===== src/design/nbe_pkg.sv =====
// shared types, constants and functions of the n-tuple board evaluator
// no dependencies; imported by every module of the block except nbe_ram
package nbe_pkg;

    // sizing of the weight store and of the fields
    localparam int TILE_VALUES   = 16;
    localparam int PATTERN_COUNT = 8;
    localparam int WEIGHT_BITS   = 32;
    localparam int TABLE_DEPTH   = 65536;
    localparam int IDX_BITS      = 16;
    localparam int CMD_BITS      = 3;
    localparam int BOARD_BITS    = 64;
    localparam int SEL_BITS      = 3;
    localparam int WIN_BITS      = 32;
    localparam int OUT_BITS      = 35;

    // stream packing: cmd travels in tuser, the other fields in tdata
    localparam int BOARD_LSB     = 0;
    localparam int SEL_LSB       = BOARD_LSB + BOARD_BITS;
    localparam int RAW_LSB       = SEL_LSB + SEL_BITS;
    localparam int WIN_LSB       = RAW_LSB + IDX_BITS;
    localparam int S_USED_BITS   = WIN_LSB + WIN_BITS;
    localparam int S_TDATA_BITS  = ((S_USED_BITS + 7) / 8) * 8;
    localparam int M_TDATA_BITS  = ((OUT_BITS + 7) / 8) * 8;

    // internal widths
    localparam int WEXT_BITS     = (WEIGHT_BITS > WIN_BITS) ? WEIGHT_BITS : WIN_BITS;
    localparam int SUM_BITS      = (WEIGHT_BITS + 3 > OUT_BITS) ? WEIGHT_BITS + 3 : OUT_BITS;
    localparam int CNT_BITS      = $clog2(PATTERN_COUNT + 1);
    localparam int QUEUE_DEPTH   = 2;

    // powers of the tile count, taken modulo the table depth
    localparam logic [IDX_BITS-1:0] TILE_P1 = IDX_BITS'(TILE_VALUES);
    localparam logic [IDX_BITS-1:0] TILE_P2 = IDX_BITS'(TILE_VALUES * TILE_VALUES);
    localparam logic [IDX_BITS-1:0] TILE_P3 =
        IDX_BITS'(TILE_VALUES * TILE_VALUES * TILE_VALUES);

    // saturation limits
    localparam logic signed [WEXT_BITS-1:0] W_HI =
        WEXT_BITS'({1'b0, {(WEIGHT_BITS - 1){1'b1}}});
    localparam logic signed [WEXT_BITS-1:0] W_LO = ~W_HI;
    localparam logic signed [SUM_BITS-1:0] O_HI =
        SUM_BITS'({1'b0, {(OUT_BITS - 1){1'b1}}});
    localparam logic signed [SUM_BITS-1:0] O_LO = ~O_HI;

    // command codes on the input stream
    localparam logic [CMD_BITS-1:0] CMD_EVAL      = 3'd0;
    localparam logic [CMD_BITS-1:0] CMD_READ_PAT  = 3'd1;
    localparam logic [CMD_BITS-1:0] CMD_WRITE_PAT = 3'd2;
    localparam logic [CMD_BITS-1:0] CMD_WRITE_RAW = 3'd3;
    localparam logic [CMD_BITS-1:0] CMD_READ_RAW  = 3'd4;

    // classified operation handed from front to back
    typedef enum logic [1:0] {
        OP_EVAL,
        OP_READ,
        OP_WRITE,
        OP_ZERO
    } nbe_op_t;

    typedef struct packed {
        nbe_op_t                        op;
        logic [BOARD_BITS-1:0]          board;
        logic [IDX_BITS-1:0]            addr;
        logic signed [WEIGHT_BITS-1:0]  weight;
    } nbe_entry_t;

    // cell numbers of each pattern, first cell in the lowest nibble
    function automatic logic [15:0] pattern_cells(input logic [SEL_BITS-1:0] p);
        logic [15:0] cells;
        case (p)
            3'd0:    cells = {4'd7,  4'd6,  4'd5,  4'd4};
            3'd1:    cells = {4'd1,  4'd5,  4'd9,  4'd13};
            3'd2:    cells = {4'd14, 4'd10, 4'd6,  4'd2};
            3'd3:    cells = {4'd8,  4'd9,  4'd10, 4'd11};
            3'd4:    cells = {4'd4,  4'd5,  4'd6,  4'd7};
            3'd5:    cells = {4'd13, 4'd9,  4'd5,  4'd1};
            3'd6:    cells = {4'd11, 4'd10, 4'd9,  4'd8};
            3'd7:    cells = {4'd2,  4'd6,  4'd10, 4'd14};
            default: cells = '0;
        endcase
        return cells;
    endfunction

    function automatic logic [3:0] cell_of(input logic [BOARD_BITS-1:0] board,
                                           input logic [3:0] k);
        return board[{k, 2'b00} +: 4];
    endfunction

    // table index c0 + c1*T + c2*T^2 + c3*T^3, wrapped to the table depth
    function automatic logic [IDX_BITS-1:0] tuple_index(input logic [3:0] c0,
                                                        input logic [3:0] c1,
                                                        input logic [3:0] c2,
                                                        input logic [3:0] c3);
        return IDX_BITS'(c0) + IDX_BITS'(c1) * TILE_P1 + IDX_BITS'(c2) * TILE_P2
             + IDX_BITS'(c3) * TILE_P3;
    endfunction

    function automatic logic [IDX_BITS-1:0] pattern_index(
            input logic [BOARD_BITS-1:0] board, input logic [SEL_BITS-1:0] p);
        logic [15:0] cells;
        cells = pattern_cells(p);
        return tuple_index(cell_of(board, cells[3:0]), cell_of(board, cells[7:4]),
                           cell_of(board, cells[11:8]), cell_of(board, cells[15:12]));
    endfunction

    // clamp an incoming weight to the stored width
    function automatic logic signed [WEIGHT_BITS-1:0] sat_weight(
            input logic signed [WIN_BITS-1:0] w);
        logic signed [WEXT_BITS-1:0] v;
        v = WEXT_BITS'(w);
        if (v > W_HI) begin
            v = W_HI;
        end else if (v < W_LO) begin
            v = W_LO;
        end
        return WEIGHT_BITS'(v);
    endfunction

    // clamp a sum or a read weight to the result width
    function automatic logic signed [OUT_BITS-1:0] sat_out(
            input logic signed [SUM_BITS-1:0] s);
        logic signed [SUM_BITS-1:0] v;
        v = s;
        if (v > O_HI) begin
            v = O_HI;
        end else if (v < O_LO) begin
            v = O_LO;
        end
        return OUT_BITS'(v);
    endfunction

endpackage


===== src/design/nbe_front.sv =====
// front end: accepts items, decodes the command, forms the table index
// depends on nbe_pkg
module nbe_front (
    input  logic                              s_tvalid,
    output logic                              s_tready,
    input  logic [nbe_pkg::S_TDATA_BITS-1:0]  s_tdata,
    input  logic [nbe_pkg::CMD_BITS-1:0]      s_tuser,
    input  logic                              q_full,
    input  logic                              clearing,
    output logic                              push,
    output nbe_pkg::nbe_entry_t               push_entry
);
    import nbe_pkg::*;

    logic [BOARD_BITS-1:0]  board;
    logic [SEL_BITS-1:0]    sel;
    logic [IDX_BITS-1:0]    raw;
    logic [WIN_BITS-1:0]    win;
    logic                   sel_ok;
    logic [IDX_BITS-1:0]    pat_idx;
    logic [IDX_BITS-1:0]    raw_idx;

    // field unpacking
    assign board = s_tdata[BOARD_LSB +: BOARD_BITS];
    assign sel   = s_tdata[SEL_LSB +: SEL_BITS];
    assign raw   = s_tdata[RAW_LSB +: IDX_BITS];
    assign win   = s_tdata[WIN_LSB +: WIN_BITS];

    // handshake: hold off while the store is being cleared or the queue is full
    assign s_tready = !q_full && !clearing;
    assign push     = s_tvalid && s_tready;

    assign sel_ok  = (32'(sel) < PATTERN_COUNT);
    assign pat_idx = pattern_index(board, sel);
    assign raw_idx = tuple_index(raw[3:0], raw[7:4], raw[11:8], raw[15:12]);

    // classify the item
    always_comb begin
        push_entry.board  = board;
        push_entry.weight = sat_weight(signed'(win));
        push_entry.addr   = pat_idx;
        push_entry.op     = OP_ZERO;
        unique case (s_tuser)
            CMD_EVAL: begin
                push_entry.op = OP_EVAL;
            end
            CMD_READ_PAT: begin
                push_entry.op = sel_ok ? OP_READ : OP_ZERO;
            end
            CMD_WRITE_PAT: begin
                push_entry.op = sel_ok ? OP_WRITE : OP_ZERO;
            end
            CMD_WRITE_RAW: begin
                push_entry.op   = OP_WRITE;
                push_entry.addr = raw_idx;
            end
            CMD_READ_RAW: begin
                push_entry.op   = OP_READ;
                push_entry.addr = raw_idx;
            end
            default: begin
                push_entry.op = OP_ZERO;
            end
        endcase
    end

endmodule


===== config.mk =====
export PLATFORM = sky130hd
export DESIGN_NAME = nbe_front
export DESIGN_NICKNAME = d
export VERILOG_FILES = /design/src/design/nbe_pkg.sv /design/src/design/nbe_front.sv
export SDC_FILE = /design/constraint.sdc
export NUM_CORES = 1
export LEC_CHECK = 0
export BUFFER_PORTS_ARGS = -buffer_cell sky130_fd_sc_hd__buf_2
export CAP_MARGIN = 20
export CORE_AREA = 3 3 94 96
export DETAILED_ROUTE_END_ITERATION = 8
export DIE_AREA = 0 0 97 99
export GPL_ROUTABILITY_DRIVEN = 0
export PLACE_DENSITY = 0.57
export SLEW_MARGIN = 20
export SYNTH_ARGS = -nofsm -noshare
export SYNTH_HDL_FRONTEND = slang
export SYNTH_SLANG_ARGS = --single-unit

===== constraint.sdc =====
create_clock -name vclk -period 1.8
set_input_delay 0 -clock vclk [all_inputs]
set_output_delay 0 -clock vclk [all_outputs]
set_load 0.01 [all_outputs]

==> results.py <==
metrics = {
    "run_status": {
        "status": "completed",
    },
    "layout": {
        "nClkBuffers": 0,
        "seq_cell_count": 0,
        "antennaDiodeCount": 0,
        "finalInstanceArea_mm2": 0.00213,
        "nNetsFinal": 443,
        "ff_latch_area_um2": 0,
        "instances_no_fill": 420,
        "final_cell_mix": "buf_2, a21oi_1, nand2_1",
        "syn_to_final_growth_pct": 15.9,
        "drive_above_1_share_pct": 59.4,
        "final_common_cell": "buf_2",
    },
    "grt": {
        "grt_pass1_wl_um": 9940,
        "gr-usage-met3_pct": 2.90,
        "antenna_found_initial": 0,
        "top_usage_layer": "met2",
        "gr-usage-met1_pct": 15.8,
        "grt_overflow": 0,
        "gr-usage-met2_pct": 22.2,
        "grt_use_total_pct": 12.5,
        "grt_max_degree": 27,
        "grt_pass1_vias": 1761,
    },
    "setup_path": {
        "worst_setup_path_start_kind": "primary input",
        "worstSetupEndpointType": "output port",
        "arrival_ns": 1.68,
        "crit_required_ns": 1.80,
        "crit_start": "s_tdata[66]",
        "crit_type": "in -> out",
        "crit_path_max_fanout": 7,
    },
    "route": {
        "first_pass_iters": 4,
        "vias": 2006,
        "routedWlPerCell_um": 16.3,
        "drtAntennaViolNets": 0,
        "drcViolationCount": 0,
        "wl_um": 6830,
        "vias_per_cell": 4.78,
        "drtIter0Drc": 133,
    },
    "timing": {
        "rsz0062_at_grt": "no",
        "layout_min_cycle_time_ns": 1.68,
        "post-route-period-util_pct": 93.5,
        "finalSetupViolCount": 0,
        "setup_tns_ns": 0,
        "hold_slack_ns": 0.00000447,
        "timing.fmax_mhz": 594,
        "hold_viol": 0,
        "tightest_slew_ns": 0.694,
        "maxSlewHeadroom_pct": 53.5,
        "worst_slack_ns": 0.118,
        "slew_violations": 0,
    },
    "yosys": {
        "synth-seq-area-share_pct": 0,
        "synth_area_leaders": "buf_4, mux4_2, mux2_2",
        "synth.largest_area_cell": "buf_4",
        "yosys_warnings": 0,
        "synth_area_mm2": 0.00184,
        "postSynthNetCount": 393,
        "yosys.area.top_type_share_pct": 27.8,
        "avgSynthCellArea_um2": 6.89,
        "synth_cells": 267,
        "synthDistinctLibCells": 41,
    },
    "power_and_ir_drop": {
        "vdd_ir_drop_max_uv": 63.9,
        "leakage_nw": 1.07,
        "power_density_mw_per_mm2": 308,
    },
    "floorplanning": {
        "die_w_um": 97,
        "coreArea_mm2": 0.00813,
        "dieArea_mm2": 0.00960,
        "ios": 242,
        "row_count": 33,
        "fp.dieH_um": 99,
        "start_util_pct": 22.6,
    },
    "hold_path": {
        "min-delay-start": "s_tdata[102]",
        "min_path_type": "in -> out",
    },
    "placed_design": {
        "port_buffers": 149,
        "place_ws_ns": 0.0926,
        "dp.cells": 420,
        "place_area_mm2": 0.00212,
        "hpwl_um": 5760,
    },
    "job": {
        "cap_violations": 0,
    },
    "cts": {
        "cts_setup_buffers": 0,
    },
}
-- final timing paths --
kind / end / slack (ns) / cells after the start
worst max-delay path: push_entry[39] / 0.12 / 6
worst min-delay path: push_entry[19] / 0.000004 / 0
-- logic make-up (layout without fill, tap and decap cells) --
| kind of cell | Yosys count | in the layout | share of synthesized area, % |
|---|---|---|---|
| compound gates | 68 | 68 | 24.8 |
| simple gates | 50 | 50 | 13.1 |
| mux | 28 | 28 | 21.6 |
| xor+xnor | 2 | 2 | 1.97 |
| buf+inv | 119 | 167 | 38.5 |
-- power by group --
part           internal [mW]  switching [mW]  leakage, nW  total, mW
clock network              0               0            0          0
registers                  0               0            0          0
logic                  0.319           0.338         1.07      0.657
-- synth_stat cells (2+ instances only) --
library cell,number
o31ai_1,3
a22o_1,4
o221ai_1,3
a21o_1,3
a211oi_1,3
nor3b_1,3
nand3_1,4
inv_1,6
nand2b_1,4
buf_4,68
buf_2,5
nor3_1,5
a21oi_1,17
a221oi_1,2
nand2_1,15
o21ai_0,11
a31oi_1,3
o22ai_1,5
mux2_2,14
a2bb2oi_1,2
mux2i_1,6
clkbuf_1,39
nor2b_1,3
nor2_1,13
mux4_2,8
o32a_1,2
o41ai_1,2
-- layer usage --
metal | share of wire [%] | up-vias
li1 | - | 959
met1 | 40 | 896
met2 | 48 | 129
met3 | 11 | 22
met4 | 1.3 | 0
met5 | 0 | -
-- repair_timing --
| action | 4_1_cts | 5_1_grt |
|---|---|---|
| resized for setup | 0 | 2 |
| hold buffers | 0 | 0 |
| endpoints found under the setup margin | 0 | 5 |
-- metrics by stage --
stage / util, % / power [mW]
after floorplan: - / 0.513
after global placement: 26.1 / 0.657
after detailed placement: 26.1 / 0.661
after CTS: 26.1 / 0.663
after global routing: 26.2 / 0.718
final: 26.2 / 0.657
-- layout make-up --
class                           count  area [µm²]
Tap cell                          105         131
Timing Repair Buffer              160         832
Fill cell                         937        6000
Multi-Input combinational cell    148        1140
Inverter                            7        26.3
-- critical path, stage by stage --
cell	delay [ns]
buf_2	0.15
and2b_1	0.23
xnor2_4	0.33
mux4_2	0.54
mux2_2	0.28
buf_2	0.14
(Power assumes the default switching activity.)
