[config.mk]
export PLATFORM = sky130hd
export DESIGN_NAME = nbe_queue
export DESIGN_NICKNAME = d
export VERILOG_FILES = /design/src/design/nbe_pkg.sv /design/src/design/nbe_queue.sv
export SDC_FILE = /design/constraint.sdc
export NUM_CORES = 1
export LEC_CHECK = 0
export ABC_AREA = 0
export BUFFER_PORTS_ARGS = -buffer_cell sky130_fd_sc_hd__buf_4
export CORE_MARGIN = 2
export CORE_UTILIZATION = 56
export CTS_CLUSTER_SIZE = 24
export DETAILED_ROUTE_END_ITERATION = 7
export GPL_TIMING_DRIVEN = 0
export MAX_ROUTING_LAYER = met4
export PLACE_DENSITY = 0.87
export RECOVER_POWER = 50
export SYNTH_ARGS = -nofsm -noshare
export SYNTH_HDL_FRONTEND = slang
export SYNTH_SLANG_ARGS = --single-unit
[constraint.sdc]
create_clock -name aclk -period 16.35 [get_ports aclk]
set_clock_uncertainty 0.05 [all_clocks]
set_input_delay 2.4525 -clock aclk [delete_from_list [all_inputs] [get_ports aclk]]
set_output_delay 2.4525 -clock aclk [all_outputs]
set_load 0.1 [all_outputs]
[src/design/nbe_pkg.sv]
// shared types, constants and functions of the n-tuple board evaluator
// no dependencies; imported by every module of the block except nbe_ram
package nbe_pkg;

    // sizing of the weight store and of the fields
    localparam int TILE_VALUES   = 16;
    localparam int PATTERN_COUNT = 8;
    localparam int WEIGHT_BITS   = 32;
    localparam int TABLE_DEPTH   = 65536;
    localparam int IDX_BITS      = 16;
    localparam int CMD_BITS      = 3;
    localparam int BOARD_BITS    = 64;
    localparam int SEL_BITS      = 3;
    localparam int WIN_BITS      = 32;
    localparam int OUT_BITS      = 35;

    // stream packing: cmd travels in tuser, the other fields in tdata
    localparam int BOARD_LSB     = 0;
    localparam int SEL_LSB       = BOARD_LSB + BOARD_BITS;
    localparam int RAW_LSB       = SEL_LSB + SEL_BITS;
    localparam int WIN_LSB       = RAW_LSB + IDX_BITS;
    localparam int S_USED_BITS   = WIN_LSB + WIN_BITS;
    localparam int S_TDATA_BITS  = ((S_USED_BITS + 7) / 8) * 8;
    localparam int M_TDATA_BITS  = ((OUT_BITS + 7) / 8) * 8;

    // internal widths
    localparam int WEXT_BITS     = (WEIGHT_BITS > WIN_BITS) ? WEIGHT_BITS : WIN_BITS;
    localparam int SUM_BITS      = (WEIGHT_BITS + 3 > OUT_BITS) ? WEIGHT_BITS + 3 : OUT_BITS;
    localparam int CNT_BITS      = $clog2(PATTERN_COUNT + 1);
    localparam int QUEUE_DEPTH   = 2;

    // powers of the tile count, taken modulo the table depth
    localparam logic [IDX_BITS-1:0] TILE_P1 = IDX_BITS'(TILE_VALUES);
    localparam logic [IDX_BITS-1:0] TILE_P2 = IDX_BITS'(TILE_VALUES * TILE_VALUES);
    localparam logic [IDX_BITS-1:0] TILE_P3 =
        IDX_BITS'(TILE_VALUES * TILE_VALUES * TILE_VALUES);

    // saturation limits
    localparam logic signed [WEXT_BITS-1:0] W_HI =
        WEXT_BITS'({1'b0, {(WEIGHT_BITS - 1){1'b1}}});
    localparam logic signed [WEXT_BITS-1:0] W_LO = ~W_HI;
    localparam logic signed [SUM_BITS-1:0] O_HI =
        SUM_BITS'({1'b0, {(OUT_BITS - 1){1'b1}}});
    localparam logic signed [SUM_BITS-1:0] O_LO = ~O_HI;

    // command codes on the input stream
    localparam logic [CMD_BITS-1:0] CMD_EVAL      = 3'd0;
    localparam logic [CMD_BITS-1:0] CMD_READ_PAT  = 3'd1;
    localparam logic [CMD_BITS-1:0] CMD_WRITE_PAT = 3'd2;
    localparam logic [CMD_BITS-1:0] CMD_WRITE_RAW = 3'd3;
    localparam logic [CMD_BITS-1:0] CMD_READ_RAW  = 3'd4;

    // classified operation handed from front to back
    typedef enum logic [1:0] {
        OP_EVAL,
        OP_READ,
        OP_WRITE,
        OP_ZERO
    } nbe_op_t;

    typedef struct packed {
        nbe_op_t                        op;
        logic [BOARD_BITS-1:0]          board;
        logic [IDX_BITS-1:0]            addr;
        logic signed [WEIGHT_BITS-1:0]  weight;
    } nbe_entry_t;

    // cell numbers of each pattern, first cell in the lowest nibble
    function automatic logic [15:0] pattern_cells(input logic [SEL_BITS-1:0] p);
        logic [15:0] cells;
        case (p)
            3'd0:    cells = {4'd7,  4'd6,  4'd5,  4'd4};
            3'd1:    cells = {4'd1,  4'd5,  4'd9,  4'd13};
            3'd2:    cells = {4'd14, 4'd10, 4'd6,  4'd2};
            3'd3:    cells = {4'd8,  4'd9,  4'd10, 4'd11};
            3'd4:    cells = {4'd4,  4'd5,  4'd6,  4'd7};
            3'd5:    cells = {4'd13, 4'd9,  4'd5,  4'd1};
            3'd6:    cells = {4'd11, 4'd10, 4'd9,  4'd8};
            3'd7:    cells = {4'd2,  4'd6,  4'd10, 4'd14};
            default: cells = '0;
        endcase
        return cells;
    endfunction

    function automatic logic [3:0] cell_of(input logic [BOARD_BITS-1:0] board,
                                           input logic [3:0] k);
        return board[{k, 2'b00} +: 4];
    endfunction

    // table index c0 + c1*T + c2*T^2 + c3*T^3, wrapped to the table depth
    function automatic logic [IDX_BITS-1:0] tuple_index(input logic [3:0] c0,
                                                        input logic [3:0] c1,
                                                        input logic [3:0] c2,
                                                        input logic [3:0] c3);
        return IDX_BITS'(c0) + IDX_BITS'(c1) * TILE_P1 + IDX_BITS'(c2) * TILE_P2
             + IDX_BITS'(c3) * TILE_P3;
    endfunction

    function automatic logic [IDX_BITS-1:0] pattern_index(
            input logic [BOARD_BITS-1:0] board, input logic [SEL_BITS-1:0] p);
        logic [15:0] cells;
        cells = pattern_cells(p);
        return tuple_index(cell_of(board, cells[3:0]), cell_of(board, cells[7:4]),
                           cell_of(board, cells[11:8]), cell_of(board, cells[15:12]));
    endfunction

    // clamp an incoming weight to the stored width
    function automatic logic signed [WEIGHT_BITS-1:0] sat_weight(
            input logic signed [WIN_BITS-1:0] w);
        logic signed [WEXT_BITS-1:0] v;
        v = WEXT_BITS'(w);
        if (v > W_HI) begin
            v = W_HI;
        end else if (v < W_LO) begin
            v = W_LO;
        end
        return WEIGHT_BITS'(v);
    endfunction

    // clamp a sum or a read weight to the result width
    function automatic logic signed [OUT_BITS-1:0] sat_out(
            input logic signed [SUM_BITS-1:0] s);
        logic signed [SUM_BITS-1:0] v;
        v = s;
        if (v > O_HI) begin
            v = O_HI;
        end else if (v < O_LO) begin
            v = O_LO;
        end
        return OUT_BITS'(v);
    endfunction

endpackage

[src/design/nbe_queue.sv]
// short register queue between the front and the back
// depends on nbe_pkg
module nbe_queue (
    input  logic                 aclk,
    input  logic                 aresetn,
    input  logic                 push,
    input  nbe_pkg::nbe_entry_t  push_entry,
    output logic                 full,
    input  logic                 pop,
    output logic                 pop_valid,
    output nbe_pkg::nbe_entry_t  pop_entry
);
    import nbe_pkg::*;

    localparam int PTR_BITS = (QUEUE_DEPTH > 1) ? $clog2(QUEUE_DEPTH) : 1;
    localparam int CNT_W    = $clog2(QUEUE_DEPTH + 1);

    nbe_entry_t           slot_reg [QUEUE_DEPTH];
    logic [PTR_BITS-1:0]  wr_ptr_reg, wr_ptr_next;
    logic [PTR_BITS-1:0]  rd_ptr_reg, rd_ptr_next;
    logic [CNT_W-1:0]     count_reg, count_next;

    assign full      = (count_reg == CNT_W'(QUEUE_DEPTH));
    assign pop_valid = (count_reg != '0);
    assign pop_entry = slot_reg[rd_ptr_reg];

    // pointer and fill level update
    always_comb begin
        wr_ptr_next = wr_ptr_reg;
        rd_ptr_next = rd_ptr_reg;
        count_next  = count_reg;
        if (push) begin
            wr_ptr_next = (wr_ptr_reg == PTR_BITS'(QUEUE_DEPTH - 1)) ? '0
                                                                     : wr_ptr_reg + 1'b1;
        end
        if (pop) begin
            rd_ptr_next = (rd_ptr_reg == PTR_BITS'(QUEUE_DEPTH - 1)) ? '0
                                                                     : rd_ptr_reg + 1'b1;
        end
        if (push && !pop) begin
            count_next = count_reg + 1'b1;
        end else if (pop && !push) begin
            count_next = count_reg - 1'b1;
        end
    end

    always_ff @(posedge aclk) begin
        if (!aresetn) begin
            wr_ptr_reg <= '0;
            rd_ptr_reg <= '0;
            count_reg  <= '0;
        end else begin
            wr_ptr_reg <= wr_ptr_next;
            rd_ptr_reg <= rd_ptr_next;
            count_reg  <= count_next;
        end
    end

    // item storage
    always_ff @(posedge aclk) begin
        if (push) begin
            slot_reg[wr_ptr_reg] <= push_entry;
        end
    end

endmodule

==> impl_results.md, run 1 <==
* CTS tree: built
* Std-Cell Rows at 45
* FF+latch area at 6950 um^2
* Status: finished with violations
* Critical path class: input port to flip-flop
* Core ar. at 15,200 um^2
* Setup Buffers After CTS at 0
* Total GRT Usage at 0.203
* Port Buffers at 233
* Final #Nets at 758
* Register clock-pin slew on the reported worst setup and hold paths at 60 ps
* Failing checks: capacitance limit, slew limit
* Synth async-reset ratio at 0
* Sequential share of power at 0.437
* Largest net degree at the start of global routing at 59
* Number of remaining DRC errors at 0
* Initial drt markers at 276
* Share of the synthesized area in the top cell type at 0.787
* Max-Cap Viols at 2
* Cell taking the most area after synthesis: edfxtp_1
* Pint at 1.10 mW
* Vias in the first global route at 4,704
* Switching power at 0.498 mW
* Crit path max fanout at 58
* Final hold violation count at 0
* Critical Path End: slot_reg[1][18]$_DFFE_PP_
* Most used DFF post-synth: edfxtp_1
* TritonCTS Buffers at 23
* Final WL at 16,800 um
* Clk sinks at 233
* Gpl congestion at 0.713
* Number of distinct library cells after synthesis at 19
* Switching share of power at 0.312
* First-pass GRT wire length at 24,700 um
* Chip width at 129 um
* Drt wl/cell at 19.9 um
* Worst skew pair latency at 500 ps
* #FFs+latches synth at 233
* Count leader, synth: edfxtp_1
* Critical path data required time at 16,460 ps
* VDD IR max at 0.102 mV
* Pwr/cell area at 140 nW/um^2
* Commonest cells in the netlist: edfxtp_1, mux2_4, mux2_2, buf_6
* Worst min path class: flip-flop to flip-flop
* # fillers at 856
* Multi-input gate area at 1630 um^2
* Worst-Margin Slew at 3940 ps
* Tot Pwr at 1.60 mW
* ANT nets after route at 0
* Final period utilization at 0.350
* R2R setup slack at 12,450 ps
* Ant. Diodes at 0
* Placed wire-length estimate at 11,300 um
* Sum of negative setup slack at 0 ps
* GR Overflow Total at 0
* Total iterations of the first detailed-routing run at 4
* Die ar. at 16,500 um^2
* Starting density of the core at 0.572
* Crit start category: input port
* LEAKAGE at 4.37 nW
* Warnings from Yosys at 0
* Critical Path Start: push
* Critical Path End Type: flip-flop
* Max Fclk at 175 MHz
* Area growth, synth to finish at 31.4%
* I/O Pins at 234
* Vias at 4,406
* RSZ-0062 raised after global routing: no
* Syn Area/Cell at 23.1 um^2
* Max H-tree Level at 1
* Syn Nets at 496
* Final Critical Period at 5720 ps
* Initial antenna violation count at 0
* Hold Buf Count CTS at 0
* CTS resizes at 0
* Post-synthesis sequential area ratio at 0.799
* FF-to-FF End: slot_reg[1][18]$_DFFE_PP_
* R2R cell count at 2
* Die Y at 129 um
* Combinational share of power at 0.237
* Reg2Reg Launch Point: wr_ptr_reg$_SDFFE_PN0P_
* Netlist Area Pre-Place at 8690 um^2
* Longest Clk Path Bufs at 3
* Layout cells sized above 1 at 0.572
* Number of flip-flops in the largest register at 228
* Slew headroom at -1.62
* Post-DR vias/cell at 5.22
* Clock power frac at 0.326
* CTS root buffer: clkbuf_16
* # setup viols final at 0
* Cells after Synth at 377
* Post-synth EDFFs at 228
* Slew Limit Fails at 83
* CP Data Arrival Time at 5830 ps
* Synth top area cells: edfxtp_1, mux2_4, mux2_2
[placed cells by master (no fill, tap or decap), drive strengths merged]
master	n
edfxtp	228
clkbuf	142
buf	135
mux2	114
clkinv	7
dfxtp	5
and2	4
clkinvlp	4
bufinv	3
xor2	2
nor2b	2
inv	2
or2	1
and2b	1
xnor2	1
o21a	1
o21ai	1
or3	1
a21boi	1
ha	1
[power by group through the flow]
stage,registers [mW],logic (mW),clock network [mW]
after global routing,0.702,0.390,0.551
after detailed placement,0.711,0.383,0
after floorplan,0.712,0.298,0
after CTS,0.699,0.385,0.529
after global placement,0.715,0.375,0
final,0.700,0.379,0.521
[worst min-delay path by stage]
stage,startpoint,to,slack (ps),cells past startpoint
final,count_reg[1]$_SDFFE_PN0P_,count_reg[1]$_SDFFE_PN0P_,460,2
after global routing,count_reg[1]$_SDFFE_PN0P_,count_reg[1]$_SDFFE_PN0P_,510,2
after CTS,count_reg[1]$_SDFFE_PN0P_,count_reg[1]$_SDFFE_PN0P_,460,2
after detailed placement,count_reg[1]$_SDFFE_PN0P_,count_reg[1]$_SDFFE_PN0P_,450,2
after global placement,count_reg[1]$_SDFFE_PN0P_,count_reg[1]$_SDFFE_PN0P_,440,2
after floorplan,count_reg[1]$_SDFFE_PN0P_,count_reg[1]$_SDFFE_PN0P_,420,2
[cell type report]
cell class | instances | area share
multi-input combinational | 130 | 0.142
sequential | 233 | 0.608
clock inverter | 15 | 0.0141
timing repair buffer | 237 | 0.152
tap | 188 | 0.0206
inverter | 1 | 0.000328
clock buffer | 27 | 0.0526
buffer | 13 | 0.0104
[metal layers]
layer  wire length [um]  track usage
met3               1390       0.0503
met5                  0            -
met4                527       0.0646
met1               6300        0.236
met2               8600        0.349
[metrics by stage]
step                hold WS (ps)  cells  instance area, um^2   util  setup WS (ps)
floorplan                    419    377                 8690      -           8260
global route                 511    844                11400  0.752          10290
global placement             437    798                10700  0.702           5810
detailed placement           452    802                10800  0.709          12150
finish                       464    844                11400  0.752          10630
CTS                          460    844                11500  0.759          11930
[worst max-delay path, stage by stage]
cell and delay, ps:
clkbuf_1 180, and2_0 2840, buf_16 270
[kinds of logic after synthesis]
family | synth area share
multiplexers | 0.174
adder cells (fa/ha/maj) | 0.00144
AO/OA/AOI/OAI | 0.00230
buffers and inverters | 0.0141
AND/OR/NAND/NOR | 0.00662
XOR/XNOR | 0.00302
flip-flops | 0.799
No activity file was read; power rests on OpenSTA's default activity.
==> inputs of run 2 (changes only) <==
Settings changed: CORE_UTILIZATION 56 to 47, PLACE_DENSITY 0.87 to 0.78.
Clock period 16.35 ns to 5 ns, I/O delays scaled along.
==> run 2 against run 1 <==
Cell count up 5.2%. Largest cell class unchanged. Power increased to 3.3 times the previous value. Sequential share of layout area down 0.17 points. Die area grew 19%. Highest routed layer unchanged. The flow finishes with violations (DRC, capacitance limit, slew limit). Critical path type unchanged.
==> impl_results.md, run 2 (synthesis results as in run 1) <==
* Status: finished with violations (unchanged)
* Final Cell Area at 11,500 um^2 (was 11,400 um^2)
* Largest net degree at the start of global routing at 62 (was 59)
* Buf+Inv Stages, Crit Path at 3 (was 2)
* Port Buffers at 233 (unchanged)
* CP cell instances: clkbuf_1 -> nor2b_1 -> clkbuf_1 -> buf_12 (was clkbuf_1 -> and2_0 -> buf_16)
* Initial drt markers at 197 (was 276)
* Max Fclk at 302 MHz
* Area growth, synth to finish at 31.8% (was 31.4%)
* Most frequent cells in the layout: edfxtp_1, buf_4, clkbuf_4 (unchanged)
* Critical path data required time at 5150 ps (was 16,460 ps)
* Sum of negative setup slack at 0 ps (unchanged)
* Slew headroom at -0.220 (was -1.62)
* Drt wl/cell at 18.9 um (was 19.9 um)
* First-pass GRT wire length at 25,200 um (was 24,700 um)
* Final period utilization at 0.663
* CP Data Arrival Time at 3460 ps (was 5830 ps)
* Slowest stage delay, CP at 1380 ps (was 2840 ps)
* RSZ-0062 raised after global routing: no (unchanged)
* Final hold slack at 404 ps (was 464 ps)
* Post-DR vias/cell at 5.02 (was 5.22)
* Worst min path class: input port to flip-flop (was flip-flop to flip-flop)
* Initial antenna violation count at 0 (unchanged)
* Slowest-stage cell, CP: clkbuf_1 (was and2_0)
* LEAKAGE at 4.37 nW (about the same)
* ANT nets after route at 0 (unchanged)
* Total GRT Usage at 0.170 (was 0.203)
* Placed Area at 10,800 um^2 (about the same)
* Worst skew pair latency at 500 ps (about the same)
* CTS tree: built (unchanged)
* Vias in the first global route at 4,683 (was 4,704)
* Total iterations of the first detailed-routing run at 8 (was 4)
* Worst-Margin Slew at 1830 ps (was 3940 ps)
* Placed wire-length estimate at 11,500 um (was 11,300 um)
* Die Y at 140 um (was 129 um)
* Gpl congestion at 0.718 (was 0.713)
* CTS root buffer: clkbuf_16 (unchanged)
* Cell family with the largest share of critical-path delay: buffers and inverters (was simple AND/OR/NAND/NOR gates)
* Number of remaining DRC errors at 21 (was 0)
* GR Overflow Total at 0 (unchanged)
* Commonest non-fill, non-tap cell in the layout: edfxtp_1 (unchanged)
* Clk sinks at 233 (unchanged)
* CP dominant cell by count: clkbuf_1
* Starting density of the core at 0.481 (was 0.572)
* Final Critical Period at 3310 ps
* Final hold violation count at 0 (unchanged)
* Crit path max fanout at 29 (was 58)
* Max-Cap Viols at 2 (unchanged)
* # fillers at 1,265 (was 856)
* Register clock-pin slew on the reported worst setup and hold paths at 60 ps (about the same)
* Number of flip-flops in the largest register at 228 (unchanged)
* Ant. Diodes at 0 (unchanged)
* Hold Buf Count CTS at 0 (unchanged)
* Setup Buffers After CTS at 0 (unchanged)
* Final WL at 16,800 um (about the same)
* Slew Limit Fails at 57 (was 83)
* # setup viols final at 0 (unchanged)
* VDD IR max at 0.307 mV (was 0.102 mV)
* I/O Pins at 234 (unchanged)
* Critical Path End Type: flip-flop (unchanged)
* Vias at 4,454 (was 4,406)
* Failing checks: DRC, capacitance limit, slew limit (was capacitance limit, slew limit)
* Tot Pwr at 5.21 mW (was 1.60 mW)
* Longest Clk Path Bufs at 3 (unchanged)
* Final #Nets at 760 (was 758)
* Pwr/cell area at 455 nW/um^2 (was 140 nW/um^2)
* CTS resizes at 0 (unchanged)
* Crit start category: input port (unchanged)
* TritonCTS Buffers at 24 (was 23)
* Critical path class: input port to flip-flop (unchanged)
* Die ar. at 19,600 um^2 (was 16,500 um^2)
* Max H-tree Level at 1 (unchanged)
* Layout cells sized above 1 at 0.560 (was 0.572)
* Core ar. at 18,100 um^2 (was 15,200 um^2)
* Chip width at 140 um (was 129 um)
* Std-Cell Rows at 49 (was 45)
-- run 2: area by class of cell --
| type | count | area [um^2] | share of cell area |
|---|---|---|---|
| clock buffer | 34 | 689 | 0.0602 |
| timing repair buffer | 238 | 1720 | 0.150 |
| multi-input combinational | 130 | 1630 | 0.142 |
| inverter | 1 | 3.75 | 0.000328 |
| buffer | 13 | 119 | 0.0104 |
| clock inverter | 10 | 71.3 | 0.00622 |
| tap | 229 | 287 | 0.0250 |
| sequential | 233 | 6950 | 0.606 |
-- run 2: where the power goes --
part,total (mW),internal [mW],switching (mW)
registers,2.28,2.26,0.0256
logic,1.23,0.320,0.915
clock network,1.69,1.01,0.685
total,5.21,3.59,1.63
-- run 2: worst paths after layout --
check                                  from                         to  slack (ps)  cells past startpoint
setup reg to reg    wr_ptr_reg$_SDFFE_PN0P_  slot_reg[0][46]$_DFFE_PP_        1840                      3
setup / recovery                       push  slot_reg[0][46]$_DFFE_PP_        1690                      4
hold / removal               push_entry[57]  slot_reg[1][57]$_DFFE_PP_         400                      1
hold reg to reg   count_reg[1]$_SDFFE_PN0P_  count_reg[1]$_SDFFE_PN0P_         480                      2
-- run 2: per-stage QoR --
stage,instances,util,setup slack [ps]
after detailed placement,844,0.600,2650
after global routing,888,0.634,1470
after CTS,888,0.642,2270
after global placement,839,0.593,-792
after floorplan,377,-,770
final,888,0.634,1690
-- run 2: routing by layer --
layer  part of all wire  vias to the layer above  GRT usage
li1                   -                     2033          -
met1               0.40                     2210      0.206
met2               0.51                      181      0.290
met3              0.077                       30     0.0417
met4              0.017                        0     0.0404
met5                  0                        -          -
==> inputs of run 3 (changes only) <==
Clock period 5 ns to 3 ns, I/O delays scaled along.
==> run 3 against run 2 <==
Global-route usage fell by 0.46 points. Via count fell by 2.2%. Cell count fell by 0.11%. Routed wire length fell by 3.5%. Power rose by 70%. The run ends with DRC left.
==> impl_results.md, run 3 (synthesis results as in run 1) <==
* Status: finished with violations (unchanged)
* Failing checks: DRC (was DRC, capacitance limit, slew limit)
* Std-Cell Rows at 49 (unchanged)
* Critical Path End Type: output pin (was flip-flop)
* Die ar. at 19,600 um^2 (unchanged)
* Final #Nets at 760 (unchanged)
* Placed insts at 844 (unchanged)
* Crit path max fanout at 10 (was 29)
* Placed wire-length estimate at 11,400 um (was 11,500 um)
* # fillers at 1,271 (was 1,265)
* Setup Buffers After CTS at 0 (unchanged)
* Crit start category: flip-flop (was input port)
* CP Data Arrival Time at 1870 ps (was 3460 ps)
* Vias in the first global route at 4,684 (was 4,683)
* Layout cells sized above 1 at 0.555 (was 0.560)
* Longest Clk Path Bufs at 3 (unchanged)
* Min-delay src: push_entry[109] (was push_entry[57])
* CTS resizes at 0 (unchanged)
* Routing usage on met3 at 0.0434 (was 0.0417)
* CTS root buffer: clkbuf_16 (unchanged)
* Starting density of the core at 0.481 (unchanged)
* Most frequent cells in the layout: edfxtp_1, buf_4, clkbuf_4 (unchanged)
* Critical path class: flip-flop to output pin (was input port to flip-flop)
* Hold Buf Count CTS at 0 (unchanged)
* Final WL at 16,200 um (was 16,800 um)
* Util after Layout at 0.638 (was 0.634)
* Port Buffers at 233 (unchanged)
* Placed Area at 10,900 um^2 (was 10,800 um^2)
* Initial antenna violation count at 0 (unchanged)
* Global Route met2 Usage at 0.286 (was 0.290)
* First-pass GRT wire length at 24,600 um (was 25,200 um)
* Die Y at 140 um (unchanged)
* # setup viols final at 0 (unchanged)
* LEAKAGE at 4.39 nW (was 4.37 nW)
* Drt wl/cell at 18.2 um (was 18.9 um)
* Vias at 4,358 (was 4,454)
* GRT busiest layer: met2 (unchanged)
* Post-Place Worst Slack at 962 ps (was 2650 ps)
* Slew headroom at 0.131 (was -0.220)
* Final hold slack at 106 ps (was 404 ps)
* GR Overflow Total at 0 (unchanged)
* TritonCTS Buffers at 24 (unchanged)
* Final Non-Filler Cells at 887 (was 888)
* Final period utilization at 0.791
* Worst-Margin Slew at 1300 ps (was 1830 ps)
* Max Fclk at 421 MHz
* Post-DR vias/cell at 4.91 (was 5.02)
* Pwr/cell area at 767 nW/um^2 (was 455 nW/um^2)
* Chip width at 140 um (unchanged)
* Final Critical Period at 2370 ps
* Number of flip-flops in the largest register at 228 (unchanged)
* PnR worst setup slack at 626 ps (was 1690 ps)
* GR met1 Demand/Resource at 0.191 (was 0.206)
* Ant. Diodes at 0 (unchanged)
* Largest net degree at the start of global routing at 65 (was 62)
* Gpl congestion at 0.729 (was 0.718)
* Max-Cap Viols at 0 (was 2)
* Core ar. at 18,100 um^2 (unchanged)
* Area growth, synth to finish at 32.7% (was 31.8%)
* Commonest non-fill, non-tap cell in the layout: edfxtp_1 (unchanged)
* Final Cell Area at 11,500 um^2 (about the same)
* Final hold violation count at 0 (unchanged)
* RSZ-0062 raised after global routing: no (unchanged)
* R2R setup slack at 760 ps (was 1840 ps)
* ANT nets after route at 0 (unchanged)
* CTS tree: built (unchanged)
* Initial drt markers at 183 (was 197)
* Worst skew pair latency at 490 ps (was 500 ps)
* Slew Limit Fails at 0 (was 57)
* Register clock-pin slew on the reported worst setup and hold paths at 60 ps (about the same)
* Clk sinks at 233 (unchanged)
* VDD IR max at 0.541 mV (was 0.307 mV)
* Max H-tree Level at 1 (unchanged)
* Critical path data required time at 2500 ps (was 5150 ps)
* Worst min path class: input port to flip-flop (unchanged)
* Number of remaining DRC errors at 19 (was 21)
* Total iterations of the first detailed-routing run at 8 (unchanged)
* I/O Pins at 234 (unchanged)
* Total GRT Usage at 0.165 (was 0.170)
* Reg2Reg Launch Point: wr_ptr_reg$_SDFFE_PN0P_ (unchanged)
## run 3: changes by cell type in the layout (fill, tap and decap cells not counted), sizes merged
| cell | delta |
|---|---|
| buf | +5 |
| bufinv | +3 |
| clkbuf | -6 |
| clkinv | -3 |
## run 3: metrics by stage
step	TNS [ps]	total power, mW
after floorplan	0	5.49
after global placement	-73390	5.93
after detailed placement	0	5.97
after CTS	0	8.97
after global routing	0	9.12
final	0	8.85
## run 3: power by group
group          switching (mW)  internal [mW]  total (mW)
Sequential             0.0421           3.76        3.81
Combinational            1.52          0.541        2.06
Clock                    1.12           1.87        2.98
Total                    2.68           6.17        8.85
## run 3: routing by layer
metal,wire length [um],up-vias
met4,345,0
met2,8250,173
met3,1380,31
met1,6200,2125
li1,-,2029
met5,0,-
## run 3: cell type report
cell class / count / area [um^2] / share of cell area
plain buffers: 13 / 119 / 0.0103
repair buffers: 238 / 1740 / 0.151
multi-input cells: 130 / 1630 / 0.142
clock inverters: 10 / 149 / 0.0129
well taps: 229 / 287 / 0.0248
inverters: 1 / 3.75 / 0.000325
flip-flops and latches: 233 / 6950 / 0.602
clock buffers: 33 / 656 / 0.0568
## run 3: worst paths after layout
| path | endpoint | depth (start not counted) |
|---|---|---|
| worst max-delay path | pop_entry[63] | 5 |
| worst min-delay path | slot_reg[0][109]$_DFFE_PP_ | 1 |
| worst max register to register | slot_reg[1][41]$_DFFE_PP_ | 2 |
| worst min register to register | count_reg[1]$_SDFFE_PN0P_ | 2 |
## run 3: worst max-delay path, cell delays in order (launching register included)
cell     delay, ps
dfxtp_1        320
buf_6          130
buf_8          160
buf_6          200
mux2_4         320
buf_4          230
